<file path="config.mk">
export PLATFORM = sky130hd
export DESIGN_NAME = cpu_alu_with_flags
export DESIGN_NICKNAME = d
export VERILOG_FILES = /design/src/hw/rtl/cpuf_pkg.sv /design/src/hw/rtl/cpu_alu_with_flags.sv /design/src/hw/rtl/cpuf_arith.sv /design/src/hw/rtl/cpuf_div_step.sv
export SDC_FILE = /design/constraint.sdc
export NUM_CORES = 1
export LEC_CHECK = 0
export ABC_CLOCK_PERIOD_IN_PS = 4500
export CORE_ASPECT_RATIO = 1.75
export CORE_MARGIN = 2
export CORE_UTILIZATION = 40
export CTS_CLUSTER_DIAMETER = 150
export DETAILED_ROUTE_END_ITERATION = 10
export DONT_BUFFER_PORTS = 1
export PLACE_DENSITY_LB_ADDON = 0.3
export SYNTH_ARGS = -nofsm -noshare
export SYNTH_HDL_FRONTEND = slang
export SYNTH_SLANG_ARGS = --single-unit
</file>
<file path="constraint.sdc">
create_clock -name clk -period 4.5 [get_ports clk]
set_input_delay 0 -clock clk [delete_from_list [all_inputs] [get_ports clk]]
set_output_delay 0 -clock clk [all_outputs]
set_load 0.03 [all_outputs]
</file>
<file path="src/hw/rtl/cpuf_pkg.sv">
// cpuf_pkg: shared types and constants for the flagged alu pipeline
package cpuf_pkg;

  // operation codes
  localparam logic [3:0] MODE_ADD  = 4'd0;
  localparam logic [3:0] MODE_ADC  = 4'd1;
  localparam logic [3:0] MODE_SUB  = 4'd2;
  localparam logic [3:0] MODE_SBC  = 4'd3;
  localparam logic [3:0] MODE_ADDW = 4'd4;
  localparam logic [3:0] MODE_SUBW = 4'd5;
  localparam logic [3:0] MODE_NEG  = 4'd6;
  localparam logic [3:0] MODE_INC  = 4'd7;
  localparam logic [3:0] MODE_DEC  = 4'd8;
  localparam logic [3:0] MODE_DIV  = 4'd9;
  localparam logic [3:0] MODE_CPL  = 4'd10;
  localparam logic [3:0] MODE_CP   = 4'd11;
  localparam logic [3:0] MODE_CPW  = 4'd12;

  // flag mask bits
  localparam logic [4:0] MASK_N    = 5'b00001;
  localparam logic [4:0] MASK_Z    = 5'b00010;
  localparam logic [4:0] MASK_H    = 5'b00100;
  localparam logic [4:0] MASK_C    = 5'b01000;
  localparam logic [4:0] MASK_V    = 5'b10000;
  localparam logic [4:0] MASK_NZCV = MASK_N | MASK_Z | MASK_C | MASK_V;
  localparam logic [4:0] MASK_ALL  = MASK_NZCV | MASK_H;

  localparam logic [7:0] SIGN_BYTE = 8'h80;
  localparam logic [7:0] BYTE_MASK = 8'hFF;

  typedef struct packed {
    logic [3:0]  mode;
    logic [15:0] first_operand;
    logic [15:0] second_operand;
    logic        carry_in;
  } op_item_t;

  typedef struct packed {
    logic [15:0] result_value;
    logic [7:0]  remainder;
    logic        flag_negative;
    logic        flag_zero;
    logic        flag_half;
    logic        flag_carry;
    logic        flag_overflow;
    logic [4:0]  flags_written;
    logic        divide_error;
  } res_item_t;

  // add/subtract result with flags, already masked
  typedef struct packed {
    logic [15:0] value;
    logic        n;
    logic        z;
    logic        h;
    logic        c;
    logic        v;
    logic [4:0]  mask;
  } alu_res_t;

  // payload carried through the divide stages
  typedef struct packed {
    logic        is_div;
    logic [15:0] dividend;
    logic [7:0]  divisor;
    logic [7:0]  part_rem;
    logic [15:0] quot;
    alu_res_t    alu;
  } pipe_t;

endpackage

</file>
<file path="src/hw/rtl/cpu_alu_with_flags.sv">
// cpu_alu_with_flags: five-stage alu pipeline with flags and 16-by-8 divider
// pipeline: five register stages, r0, p1, p2, p3 and res, in that order
// throughput: one item per cycle while the output is not stalled; the divider is four stages of four quotient bits
// a stalled output holds each occupied stage that has no empty stage after it; empty stages keep taking data
// reset (synchronous, active high) clears all stage valid bits; no other state
module cpu_alu_with_flags (
  input  logic                 clk,
  input  logic                 rst,
  input  logic                 op_valid,
  output logic                 op_ready,
  input  cpuf_pkg::op_item_t   op,
  output logic                 res_valid,
  input  logic                 res_ready,
  output cpuf_pkg::res_item_t  res
);

  logic v0, v1, v2, v3, v4;
  logic en0, en1, en2, en3, en4;

  cpuf_pkg::op_item_t  r0;
  cpuf_pkg::pipe_t     p1, p2, p3;
  cpuf_pkg::pipe_t     p1_next, p2_next, p3_next;
  cpuf_pkg::res_item_t res_next;
  cpuf_pkg::alu_res_t  alu0;

  logic [7:0] rem1, rem2, rem3, rem4;
  logic [3:0] q1, q2, q3, q4;
  logic [15:0] quot4;

  // stall chain: a stage moves when empty or when the next one moves
  assign en4      = ~v4 | res_ready;
  assign en3      = ~v3 | en4;
  assign en2      = ~v2 | en3;
  assign en1      = ~v1 | en2;
  assign en0      = ~v0 | en1;
  assign op_ready = en0;
  assign res_valid = v4;

  // valid bits
  always_ff @(posedge clk) begin
    if (rst) begin
      v0 <= 1'b0;
      v1 <= 1'b0;
      v2 <= 1'b0;
      v3 <= 1'b0;
      v4 <= 1'b0;
    end else begin
      if (en0) v0 <= op_valid;
      if (en1) v1 <= v0;
      if (en2) v2 <= v1;
      if (en3) v3 <= v2;
      if (en4) v4 <= v3;
    end
  end

  // stage 1: flags for add/sub style ops, top quotient nibble
  cpuf_arith u_arith (
    .item (r0),
    .alu  (alu0)
  );

  cpuf_div_step u_div1 (
    .rem_in    (8'd0),
    .bits      (r0.first_operand[15:12]),
    .divisor   (r0.second_operand[7:0]),
    .rem_out   (rem1),
    .quot_bits (q1)
  );

  always_comb begin
    p1_next.is_div   = (r0.mode == cpuf_pkg::MODE_DIV);
    p1_next.dividend = r0.first_operand;
    p1_next.divisor  = r0.second_operand[7:0];
    p1_next.part_rem = rem1;
    p1_next.quot     = {q1, 12'd0};
    p1_next.alu      = alu0;
  end

  // stage 2: next quotient nibble
  cpuf_div_step u_div2 (
    .rem_in    (p1.part_rem),
    .bits      (p1.dividend[11:8]),
    .divisor   (p1.divisor),
    .rem_out   (rem2),
    .quot_bits (q2)
  );

  always_comb begin
    p2_next          = p1;
    p2_next.part_rem = rem2;
    p2_next.quot     = {p1.quot[15:12], q2, 8'd0};
  end

  // stage 3: next quotient nibble
  cpuf_div_step u_div3 (
    .rem_in    (p2.part_rem),
    .bits      (p2.dividend[7:4]),
    .divisor   (p2.divisor),
    .rem_out   (rem3),
    .quot_bits (q3)
  );

  always_comb begin
    p3_next          = p2;
    p3_next.part_rem = rem3;
    p3_next.quot     = {p2.quot[15:8], q3, 4'd0};
  end

  // stage 4: last quotient nibble and result assembly
  cpuf_div_step u_div4 (
    .rem_in    (p3.part_rem),
    .bits      (p3.dividend[3:0]),
    .divisor   (p3.divisor),
    .rem_out   (rem4),
    .quot_bits (q4)
  );

  assign quot4 = {p3.quot[15:4], q4};

  always_comb begin
    res_next.result_value  = p3.alu.value;
    res_next.remainder     = 8'd0;
    res_next.flag_negative = p3.alu.n;
    res_next.flag_zero     = p3.alu.z;
    res_next.flag_half     = p3.alu.h;
    res_next.flag_carry    = p3.alu.c;
    res_next.flag_overflow = p3.alu.v;
    res_next.flags_written = p3.alu.mask;
    res_next.divide_error  = 1'b0;
    if (p3.is_div) begin
      res_next.flag_negative = 1'b0;
      res_next.flag_half     = 1'b0;
      res_next.flag_overflow = 1'b0;
      if (p3.divisor == 8'd0) begin
        // zero divisor: operands pass through, carry and error set
        res_next.result_value  = p3.dividend;
        res_next.remainder     = p3.divisor;
        res_next.flag_zero     = 1'b0;
        res_next.flag_carry    = 1'b1;
        res_next.flags_written = cpuf_pkg::MASK_C;
        res_next.divide_error  = 1'b1;
      end else begin
        res_next.result_value  = quot4;
        res_next.remainder     = rem4;
        res_next.flag_zero     = (quot4 == 16'd0);
        res_next.flag_carry    = 1'b0;
        res_next.flags_written = cpuf_pkg::MASK_ALL;
      end
    end
  end

  // payload registers
  always_ff @(posedge clk) begin
    if (en0 && op_valid) r0 <= op;
    if (en1 && v0) p1 <= p1_next;
    if (en2 && v1) p2 <= p2_next;
    if (en3 && v2) p3 <= p3_next;
    if (en4 && v3) res <= res_next;
  end

endmodule

</file>
<file path="src/hw/rtl/cpuf_arith.sv">
// cpuf_arith: adder/subtracter with flag generation for all non-divide operations
module cpuf_arith (
  input  cpuf_pkg::op_item_t item,
  output cpuf_pkg::alu_res_t alu
);

  logic        width8;
  logic        do_sub;
  logic [16:0] a;
  logic [16:0] m;
  logic [16:0] ci;
  logic [16:0] s;
  logic [16:0] x;
  logic [15:0] r;
  logic        nf, zf, hf, cf, vf;
  logic [4:0]  mask;
  logic [7:0]  a8;
  logic [7:0]  m8;

  assign a8 = item.first_operand[7:0];
  assign m8 = item.second_operand[7:0];

  // operand selection
  always_comb begin
    width8 = 1'b1;
    do_sub = 1'b0;
    a      = {9'd0, a8};
    m      = {9'd0, m8};
    ci     = 17'd0;
    unique case (item.mode) inside
      cpuf_pkg::MODE_ADC: ci = {16'd0, item.carry_in};
      cpuf_pkg::MODE_SUB, cpuf_pkg::MODE_CP: do_sub = 1'b1;
      cpuf_pkg::MODE_SBC: begin
        do_sub = 1'b1;
        ci     = {16'd0, item.carry_in};
      end
      cpuf_pkg::MODE_ADDW: begin
        width8 = 1'b0;
        a      = {1'b0, item.first_operand};
        m      = {1'b0, item.second_operand};
      end
      cpuf_pkg::MODE_SUBW, cpuf_pkg::MODE_CPW: begin
        width8 = 1'b0;
        do_sub = 1'b1;
        a      = {1'b0, item.first_operand};
        m      = {1'b0, item.second_operand};
      end
      cpuf_pkg::MODE_NEG: begin
        do_sub = 1'b1;
        a      = 17'd0;
        m      = {9'd0, a8};
      end
      cpuf_pkg::MODE_INC: m = 17'd1;
      cpuf_pkg::MODE_DEC: begin
        do_sub = 1'b1;
        m      = 17'd1;
      end
      default: ;
    endcase
  end

  // sum and carry into each bit
  assign s = do_sub ? (a - m - ci) : (a + m + ci);
  assign x = a ^ m ^ s;

  // flags per operation
  always_comb begin
    r    = width8 ? {8'd0, s[7:0]} : s[15:0];
    nf   = width8 ? s[7] : s[15];
    zf   = (r == 16'd0);
    hf   = width8 ? x[4] : x[8];
    cf   = width8 ? x[8] : x[16];
    vf   = width8 ? (x[8] ^ x[7]) : (x[16] ^ x[15]);
    mask = 5'd0;
    unique case (item.mode) inside
      cpuf_pkg::MODE_ADD, cpuf_pkg::MODE_ADC,
      cpuf_pkg::MODE_ADDW, cpuf_pkg::MODE_SUBW: mask = cpuf_pkg::MASK_ALL;
      cpuf_pkg::MODE_SUB, cpuf_pkg::MODE_SBC,
      cpuf_pkg::MODE_CP, cpuf_pkg::MODE_CPW: mask = cpuf_pkg::MASK_NZCV;
      cpuf_pkg::MODE_NEG: begin
        cf   = ~zf;
        vf   = (s[7:0] == cpuf_pkg::SIGN_BYTE);
        mask = cpuf_pkg::MASK_NZCV;
      end
      cpuf_pkg::MODE_INC, cpuf_pkg::MODE_DEC:
        mask = cpuf_pkg::MASK_N | cpuf_pkg::MASK_Z | cpuf_pkg::MASK_V;
      cpuf_pkg::MODE_CPL: begin
        r    = {8'd0, cpuf_pkg::BYTE_MASK ^ a8};
        nf   = ~a8[7];
        zf   = (a8 == cpuf_pkg::BYTE_MASK);
        cf   = 1'b1;
        mask = cpuf_pkg::MASK_N | cpuf_pkg::MASK_Z | cpuf_pkg::MASK_C;
      end
      default: r = 16'd0;
    endcase
  end

  // unwritten flags read as zero
  assign alu.value = (mask == 5'd0) ? 16'd0 : r;
  assign alu.n     = nf & mask[0];
  assign alu.z     = zf & mask[1];
  assign alu.h     = hf & mask[2];
  assign alu.c     = cf & mask[3];
  assign alu.v     = vf & mask[4];
  assign alu.mask  = mask;

endmodule

</file>
<file path="src/hw/rtl/cpuf_div_step.sv">
// cpuf_div_step: four restoring division steps, one quotient bit each
module cpuf_div_step (
  input  logic [7:0] rem_in,
  input  logic [3:0] bits,
  input  logic [7:0] divisor,
  output logic [7:0] rem_out,
  output logic [3:0] quot_bits
);

  logic [7:0] r;
  logic [8:0] t;

  // shift in one dividend bit, subtract divisor when it fits
  always_comb begin
    r         = rem_in;
    t         = 9'd0;
    quot_bits = 4'd0;
    for (int k = 0; k < 4; k++) begin
      t = {r, bits[2'(3 - k)]};
      if (t >= {1'b0, divisor}) begin
        r                      = 8'(t - {1'b0, divisor});
        quot_bits[2'(3 - k)]   = 1'b1;
      end else begin
        r = t[7:0];
      end
    end
    rem_out = r;
  end

endmodule
</file>
# --- Word level (Yosys, flattened, before mapping) ---
# Cells that the tools add are included.
totals:
  romBits: 0
  ff_bits: 232
  ramBits: 0
  latch_bits: 0
  memories: 0
op_classes:
  add_sub_neg: 4
  order_cmp: 0
  n_mux: 21
  reduce_logical: 16
  n_bitwise: 22
  n_eq_ne: 14
  n_shift: 0
  div: 0
  n_mul: 0
ops:
  columns: ["operator", "n"]
  rows:
  - ["one-hot mux 16 bit (2 select lines)", 2]
  - ["one-hot mux 16 bit (3 select lines)", 1]
  - ["2-to-1 mux 35 bit", 1]
  - ["2-to-1 mux 24 bit", 1]
  - ["== test 4 bit, second input constant", 5]
  - ["one-hot mux 5 bit (4 select lines)", 1]
  - ["adder 16 x 16 -> 17 bit", 1]
  - ["adder 17 x 1 -> 17 bit", 1]
  - ["2-to-1 mux 17 bit", 1]
  - ["subtractor 16 x 16 -> 17 bit", 1]
  - ["subtractor 17 x 1 -> 17 bit", 1]
  - ["bitwise XOR 17 bit", 1]
  - ["== test 4 x 3 -> 1 bit, second input constant", 4]
  - ["== test 8 bit, second input constant", 2]
  - ["logical NOT 16 bit", 1]
  - ["2-to-1 mux 16 bit", 1]
  - ["bitwise XOR 16 bit", 1]
  - ["2-to-1 mux 1 bit", 11]
  - ["OR reduction 11 bit", 1]
  - ["== test 4 x 2 -> 1 bit, second input constant", 2]
  - ["logical NOT 8 bit", 1]
  - ["NOT 8 bit", 1]
  - ["NOT 1 bit", 7]
  - ["OR reduction 7 bit", 1]
  - ["other kinds (13)", 27]

# --- Depth between registers and ports, before layout ---
# Gate-level depths: netlist of run 1.
depth:
  word_depth: 11
  depth_mapped: 18
  ltp_nobuf: 17

# --- Hierarchy ---
# A second synthesis of run 1 with hierarchy kept.
unflattened:
  cells_unflattened: 830
  hier_area_um2: 12165.4
by_module_without_submodules:
  columns: ["mod", "cells_each", "instances", "area_per_inst_um2"]
  rows:
  - ["cpu_alu_with_flags", 370, 1, 8913.5]
  - ["cpuf_arith", 408, 1, 2876.5]
  - ["cpuf_div_step", 13, 4, 93.8]

# --- Worst setup path after synthesis of run 1 ---
# Ideal clock, no wire load.
synth_path:
  kind: "reg2reg"
  startpoint: "register v4, in the netlist res_valid"
  endpoint: "register p2[10] (netlist bit) (enable)"
  t_arrival_ps: 4551
  path_stages_with_launch: 5
  path_slack_ps: -585
  synth_period_minus_slack_ps: 5085
  setup_time_ps: 534
  path_buffers: 1
  path_cell_list: "dfxtp_1 > nor2b_1 > and2_1 > clkbuf_1 > a21boi_0"
synth_via:
  elab_chain_cells: 5
synth_rtl:
  columns: ["item", "line", "rtl"]
  rows:
  - ["start, declared", "cpu_alu_with_flags.sv:17", "logic v0, v1, v2, v3, v4;"]
  - ["start signal, assigned", "cpu_alu_with_flags.sv:52", "if (en4) v4 <= v3;"]
  - ["NOT 1 bit", "cpu_alu_with_flags.sv:31", "assign en4 = ~v4 | res_ready;"]
  - ["bitwise OR 1 bit", "cpu_alu_with_flags.sv:31", null]
  - ["bitwise OR 1 bit", "cpu_alu_with_flags.sv:32", "assign en3 = ~v3 | en4;"]
  - ["bitwise OR 1 bit", "cpu_alu_with_flags.sv:33", "assign en2 = ~v2 | en3;"]
  - ["logical AND 1 bit", "cpu_alu_with_flags.sv:156", "if (en2 && v1) p2 <= p2_next;"]
  - ["end signal, assigned", "cpu_alu_with_flags.sv:156", null]
  - ["end, declared", "cpu_alu_with_flags.sv:21", "cpuf_pkg::pipe_t p1, p2, p3;"]
# Every way passes these cells.
# A chain may end at the register's enable or synchronous reset.

==> results of run 1 <==
==> routing by layer <==
metal,track usage,share of wire
met1,0.158,0.36
met4,0.0936,0.057
met3,0.0229,0.037
met5,0,0
met2,0.289,0.55
==> power by group through the flow <==
stage | sequential [mW] | clock, mW | combinational [mW]
6_report | 2.51 | 1.98 | 1.01
5_1_grt | 2.52 | 2.11 | 1.11
4_1_cts | 2.51 | 2.04 | 0.973
3_5_place_dp | 2.56 | 0 | 0.939
3_3_place_gp | 2.55 | 0 | 0.934
2_1_floorplan | 2.53 | 0 | 0.680
==> state kept, by name (all words and copies together) (netlist names) <==
register / count
res: 34
r0: 13
res_valid: 1
p1_next: 24
p1: 50
v3: 1
p3: 50
v2: 1
v0: 1
v1: 1
p2: 50
==> timing repair <==
action                     4_1_cts  5_1_grt
pin swaps                        0        2
resized for setup                1       12
setup endpoints to repair        2        3
hold buffers                    40        0
hold endpoints to repair        42        0
setup buffers                    0        4
==> worst reg2reg max path, delay by kind of cell, from the launching register on <==
kind	cells	cell delay (ns)
adder cells (fa/ha/maj)	2	0.65
buffers and inverters	2	0.30
AND/OR/NAND/NOR	7	1.68
flip-flops	1	0.42
AO/OA/AOI/OAI	4	1.04
==> synth_stat cells (3+ instances only) <==
library cell  count  area share
or3_1             9      0.0055
and2_1           19       0.012
and3_1            9      0.0055
or2_2             6      0.0037
inv_1            62       0.023
fa_1              4      0.0078
xnor2_1           7      0.0060
nand4_1           6      0.0037
nor4_1            3      0.0018
o22ai_1          24       0.015
o21ai_0          21       0.010
a21o_1            6      0.0044
a22o_1            7      0.0060
and4_1            4      0.0034
a21oi_1          23       0.011
o21a_1           14       0.010
a211o_1           4      0.0034
o31a_1            6      0.0051
nand2b_1          5      0.0031
buf_2             4      0.0020
edfxtp_1        221        0.65
or4_1             3      0.0022
xor2_1            6      0.0051
ha_1             43       0.053
mux2i_1           6      0.0059
nor2b_1          23       0.014
nand3_1           6      0.0029
dfxtp_1           5      0.0098
a211oi_1          8      0.0059
nor3_1           15      0.0074
clkbuf_1         18      0.0066
o211ai_1         12      0.0088
buf_1             5      0.0018
a31oi_1           9      0.0055
nor2_1           34       0.013
nand2_1          45       0.017
==> cell type report <==
type	instances	area, µm²	share of cell area
diodes	1	2.50	0.000207
clock buffers	24	579	0.0480
clock inverters	15	209	0.0173
inverters	63	236	0.0196
multi-input cells	441	3260	0.270
flip-flops and latches	226	6740	0.558
well taps	316	395	0.0328
repair buffers	72	653	0.0541
==> path summary, 6_finish.rpt <==
check,startpoint,endpoint,slack (ns),depth (start not counted)
max,r0[35]$_DFFE_PP_,p1[5]$_DFFE_PP_,0.15,15
min,op[19],p1_next[60]$_DFFE_PP_,0.11,1
max reg2reg,r0[35]$_DFFE_PP_,p1[5]$_DFFE_PP_,0.15,15
min reg2reg,p2[58]$_DFFE_PP_,p3[58]$_DFFE_PP_,0.41,0
==> cells by family (layout without fill, tap and decap cells) <==
group	after synthesis	count (layout)	share of synthesized area
other cells	1	5	0.000367
flops	226	226	0.660
xor+xnor	15	15	0.0157
compound gates	170	170	0.119
simple gates	199	199	0.104
fa+ha+maj	47	47	0.0606
buf+inv	91	174	0.0343
mux	6	6	0.00588
==> through the flow <==
step	power (mW)	hold slack [ns]	TNS (ns)	utilization	worst slack (ns)
4_1_cts	5.52	0.0797	0	0.476	0.0748
3_5_place_dp	3.50	0.0735	0	0.429	0.0367
3_3_place_gp	3.49	0.0708	0	0.429	0.0808
2_1_floorplan	3.21	0.0691	0	-	0.164
5_1_grt	5.75	0.0897	-0.0265	0.480	-0.0217
6_report	5.50	0.110	0	0.480	0.151
==> layout by cell type (no fill, tap or decap), types with 22 or more instances in the layout <==
cell,n
nor2_1,33
inv_1,61
buf_4,31
dlygate4sd3_1,40
clkbuf_16,23
edfxtp_1,221
nand2_1,45
o22ai_1,24
a21oi_1,22
ha_1,42
==> flow_summary.toml, run 1 <==
[outcome]
status = "complete, no violations"

[setup_path]
worstPathCellList = "inv_2 -> nand2_1 -> o31a_1 -> buf_4 -> a22o_1 -> ha_1 -> ha_4 -> or3_4 -> and3b_1 -> a2111o_1 -> and3_4 -> or4_1 -> and3_2 -> nor3_1 -> o31ai_2"
cp_max_fo = 7
arrival_ns = 4.59
cp-start-kind = "register"
cp_slowest_stage_delay_ns = 0.44
critPathCaptureType = "register"
critPathKind = "register to register"
required_ns = 4.74
path_buf_inv = 2
slowest_stage = "a2111o_1"
crit_family = "simple AND/OR/NAND/NOR gates"

[drt]
drtPass1Iterations = 5
drt-total-wl_mm = 20.5
via_per_inst = 5.28
drtIter0Drc = 358
drt.antenna.violating_nets = 0
route.detailed.drc = 0
vias = 6110
routedWlPerCell_um = 17.7

[synth]
synthFlopType = "edfxtp_1"
synth-warning-count = 0
syn_area_um2 = 10200
synth-async-reset-ratio = 0
synth_cell_types = 75
synth_edf_count = 221
syn_inst = 755
seq_area_frac_synth = 0.660
postSynthAreaPerCell_um2 = 13.5
ys_ff_latch = 226

[floorplanning]
initial_core_util = 0.406
die_w_um = 125
num_rows = 77
die_h_um = 215
pin_count = 78
core_area_um2 = 25100
die-area_um2 = 26900

[placement]
dp_hpwl_mm = 15.2
placed_cell_area_um2 = 10800
gp_congestion = 0.911
placedCellCount = 1074
io_buffers = 0

[power]
p_seq_frac = 0.456
swShare = 0.253
peakVddDrop_v = 0.000292
p_comb_frac = 0.184
leakage_nw = 4.45
p_int_mw = 4.11
p_per_area_nw_per_um2 = 456
clock_power_share = 0.360
switching_power_mw = 1.39

[cells_and_area]
area_growth_pct = 18.3
n_fill_cell = 2175
finalNonFillerCells = 1158
drive_gt1_frac = 0.119
final_nets = 914
stdcell_area_um2 = 12100

[clock_network]
clock-sinks = 226
cts_root_buf = "clkbuf_16"
path_clk_slew_ns = 0.07
clock_latency_ns = 0.51
cts_made_buffers = 22
h-tree-depth = 1
cts_tree = "yes"
cts.path.max_buffers = 3

[run]
cap_violations = 0

[global_route]
antenna_found_initial = 1
grt_pass1_vias = 6148
grt_usage = 0.154
overflow = 0
grt_pass1_wl_mm = 32.9
grt_max_degree = 51

[sta]
setup_viol = 0
finClkSkew_ns = 0.0200
max_slew_margin = 0.326
finalCritPeriodShare = 0.966
period_minus_slack_ns = 4.35
maxSlewViolCount = 0
fmax_mhz = 230
finalHoldViolations = 0
tightestPinTransition_ns = 1.01

[worst_hold_path]
min_path_type = "input pin to register"
Note: power is estimated with default switching activity, not from simulation.
==> run 2, diff against run 1 <==
- CELL_PAD_IN_SITES_DETAIL_PLACEMENT: not set -> 2
- CELL_PAD_IN_SITES_GLOBAL_PLACEMENT: not set -> 2
==> flow_summary.toml, run 2 (synthesis results as in run 1) <==
[sta]
period_minus_slack_ns = 4.49
setup_ws_ns = 0.0113
tightestPinTransition_ns = 1.05
maxSlewViolCount = 0
finalCritPeriodShare = 0.997
finClkSkew_ns = 0.0405
finalHoldViolations = 0
max_slew_margin = 0.297
fmax_mhz = 223
setup_viol = 0
whs_ns = 0.0910

[floorplanning]
die-area_um2 = 26900
core_area_um2 = 25100
die_w_um = 125
num_rows = 77
initial_core_util = 0.406
die_h_um = 215
pin_count = 78

[setup_path]
cp-start-kind = "register"
cp_max_fo = 19
cp_slowest_stage_delay_ns = 0.51
worstPathCellList = "buf_12 -> a211oi_4 -> buf_12 -> and2_1 -> ha_1 -> ha_1 -> nand2_1 -> and3b_1 -> a2111o_1 -> and3_4 -> or4_1 -> a31oi_1 -> a211oi_1 -> o31ai_2"
arrival_ns = 4.82
critPathCaptureType = "register"
r2r_cells = 14
critPathKind = "register to register"
slowest_stage = "edfxtp_1"
required_ns = 4.83

[global_route]
grt_pass1_wl_mm = 48.1
grt_max_degree = 51
overflow = 0
grt_usage = 0.237
antenna_found_initial = 0
grt_pass1_vias = 7533

[drt]
drt.antenna.violating_nets = 0
vias = 6844
routedWlPerCell_um = 28.1
via_per_inst = 5.85
drt-total-wl_mm = 32.9
drtIter0Drc = 548
route.detailed.drc = 0
drtPass1Iterations = 5

[power]
p_int_mw = 4.17
leakage_nw = 4.55
peakVddDrop_v = 0.000320
clock_power_share = 0.355
p_per_area_nw_per_um2 = 472
switching_power_mw = 1.63
p_seq_frac = 0.436
swShare = 0.281
p_comb_frac = 0.210

[cells_and_area]
antenna_cells = 0
area_growth_pct = 20.5
stdcell_area_um2 = 12300
n_fill_cell = 2394
drive_gt1_frac = 0.146
final_cell_mix = "edfxtp_1 (221), inv_1 (62), nand2_1 (44)"
finalNonFillerCells = 1170
final_nets = 927
top_regs = "p1: 50 flops, p2: 50 flops, p3: 50 flops"
layout_commonest_cell = "edfxtp_1"

[placement]
pre_cts_ws_ns = -0.270
placed_cell_area_um2 = 10800
io_buffers = 0
dp_hpwl_mm = 22.6
placedCellCount = 1081
gp_congestion = 0.858

[clock_network]
cts_tree = "yes"
clock-sinks = 226
cts_made_buffers = 23
cts_root_buf = "clkbuf_16"
h-tree-depth = 1
clock_latency_ns = 0.54
path_clk_slew_ns = 0.07
cts.path.max_buffers = 3

[worst_hold_path]
min_path_type = "input pin to register"
min_delay_path_depth = 1

[run]
cap_violations = 0

[outcome]
status = "complete, no violations"
==> run 2: cell types whose count changed in the layout (fill, tap and decap cells not counted), moves of 2 or more <==
cell      delta
buf_4        +9
clkbuf_1     +4
ha_1         -4
ha_4         +3
clkinv_1     -2
clkinv_4     -2
==> run 2: timing repair <==
item	CTS	global route
pin swaps	1	8
setup buffers	2	6
endpoints found under the hold margin	42	0
gates resized for setup	6	26
cloned	0	1
setup endpoints to repair	3	3
hold buffers	40	0
==> run 2: final cells by class <==
| cell class | count | area (µm²) | area share |
|---|---|---|---|
| well taps | 316 | 395 | 0.0321 |
| flip-flops and latches | 226 | 6740 | 0.548 |
| inverters | 63 | 236 | 0.0192 |
| clock inverters | 12 | 190 | 0.0155 |
| repair buffers | 84 | 777 | 0.0632 |
| clock buffers | 28 | 594 | 0.0483 |
| multi-input cells | 441 | 3370 | 0.274 |
==> run 2: critical path: cells and delay by family, from the launching register on <==
kind                     cells  cell delay [ns]
adder cells (fa/ha/maj)      2             0.75
AO/OA/AOI/OAI                5             1.41
buffers and inverters        2             0.41
AND/OR/NAND/NOR              5             1.18
flip-flops                   1             0.51
==> run 2: through the flow <==
stage | total power, mW | TNS [ns] | util
3_5_place_dp | 3.61 | -0.595 | 0.431
4_1_cts | 5.72 | -0.00300 | 0.480
5_1_grt | 5.99 | -0.0925 | 0.489
6_report | 5.81 | 0 | 0.489
2_1_floorplan | 3.21 | 0 | -
3_3_place_gp | 3.52 | 0 | 0.431
==> run 2: routing by layer <==
metal  wire length (µm)  GRT usage
met1              12000      0.259
met2              18100      0.451
met3               1350     0.0314
met4               1470      0.100
met5                  0          0
==> run 2: final timing paths <==
| path | from | slack [ns] | end |
|---|---|---|---|
| worst max-delay path | r0[33]$_DFFE_PP_ | 0.01 | p1[5]$_DFFE_PP_ |
| worst min-delay path | op[17] | 0.09 | p1_next[58]$_DFFE_PP_ |
| worst max register to register | r0[33]$_DFFE_PP_ | 0.01 | p1[5]$_DFFE_PP_ |
| worst min register to register | p2[56]$_DFFE_PP_ | 0.41 | p3[56]$_DFFE_PP_ |
==> run 2: power groups by stage <==
| stage | clock (mW) | combinational (mW) | sequential, mW |
|---|---|---|---|
| floorplan | 0 | 0.680 | 2.53 |
| global placement | 0 | 0.967 | 2.55 |
| detailed placement | 0 | 1.04 | 2.57 |
| CTS | 2.10 | 1.10 | 2.53 |
| global route | 2.16 | 1.29 | 2.54 |
| finish | 2.06 | 1.22 | 2.53 |
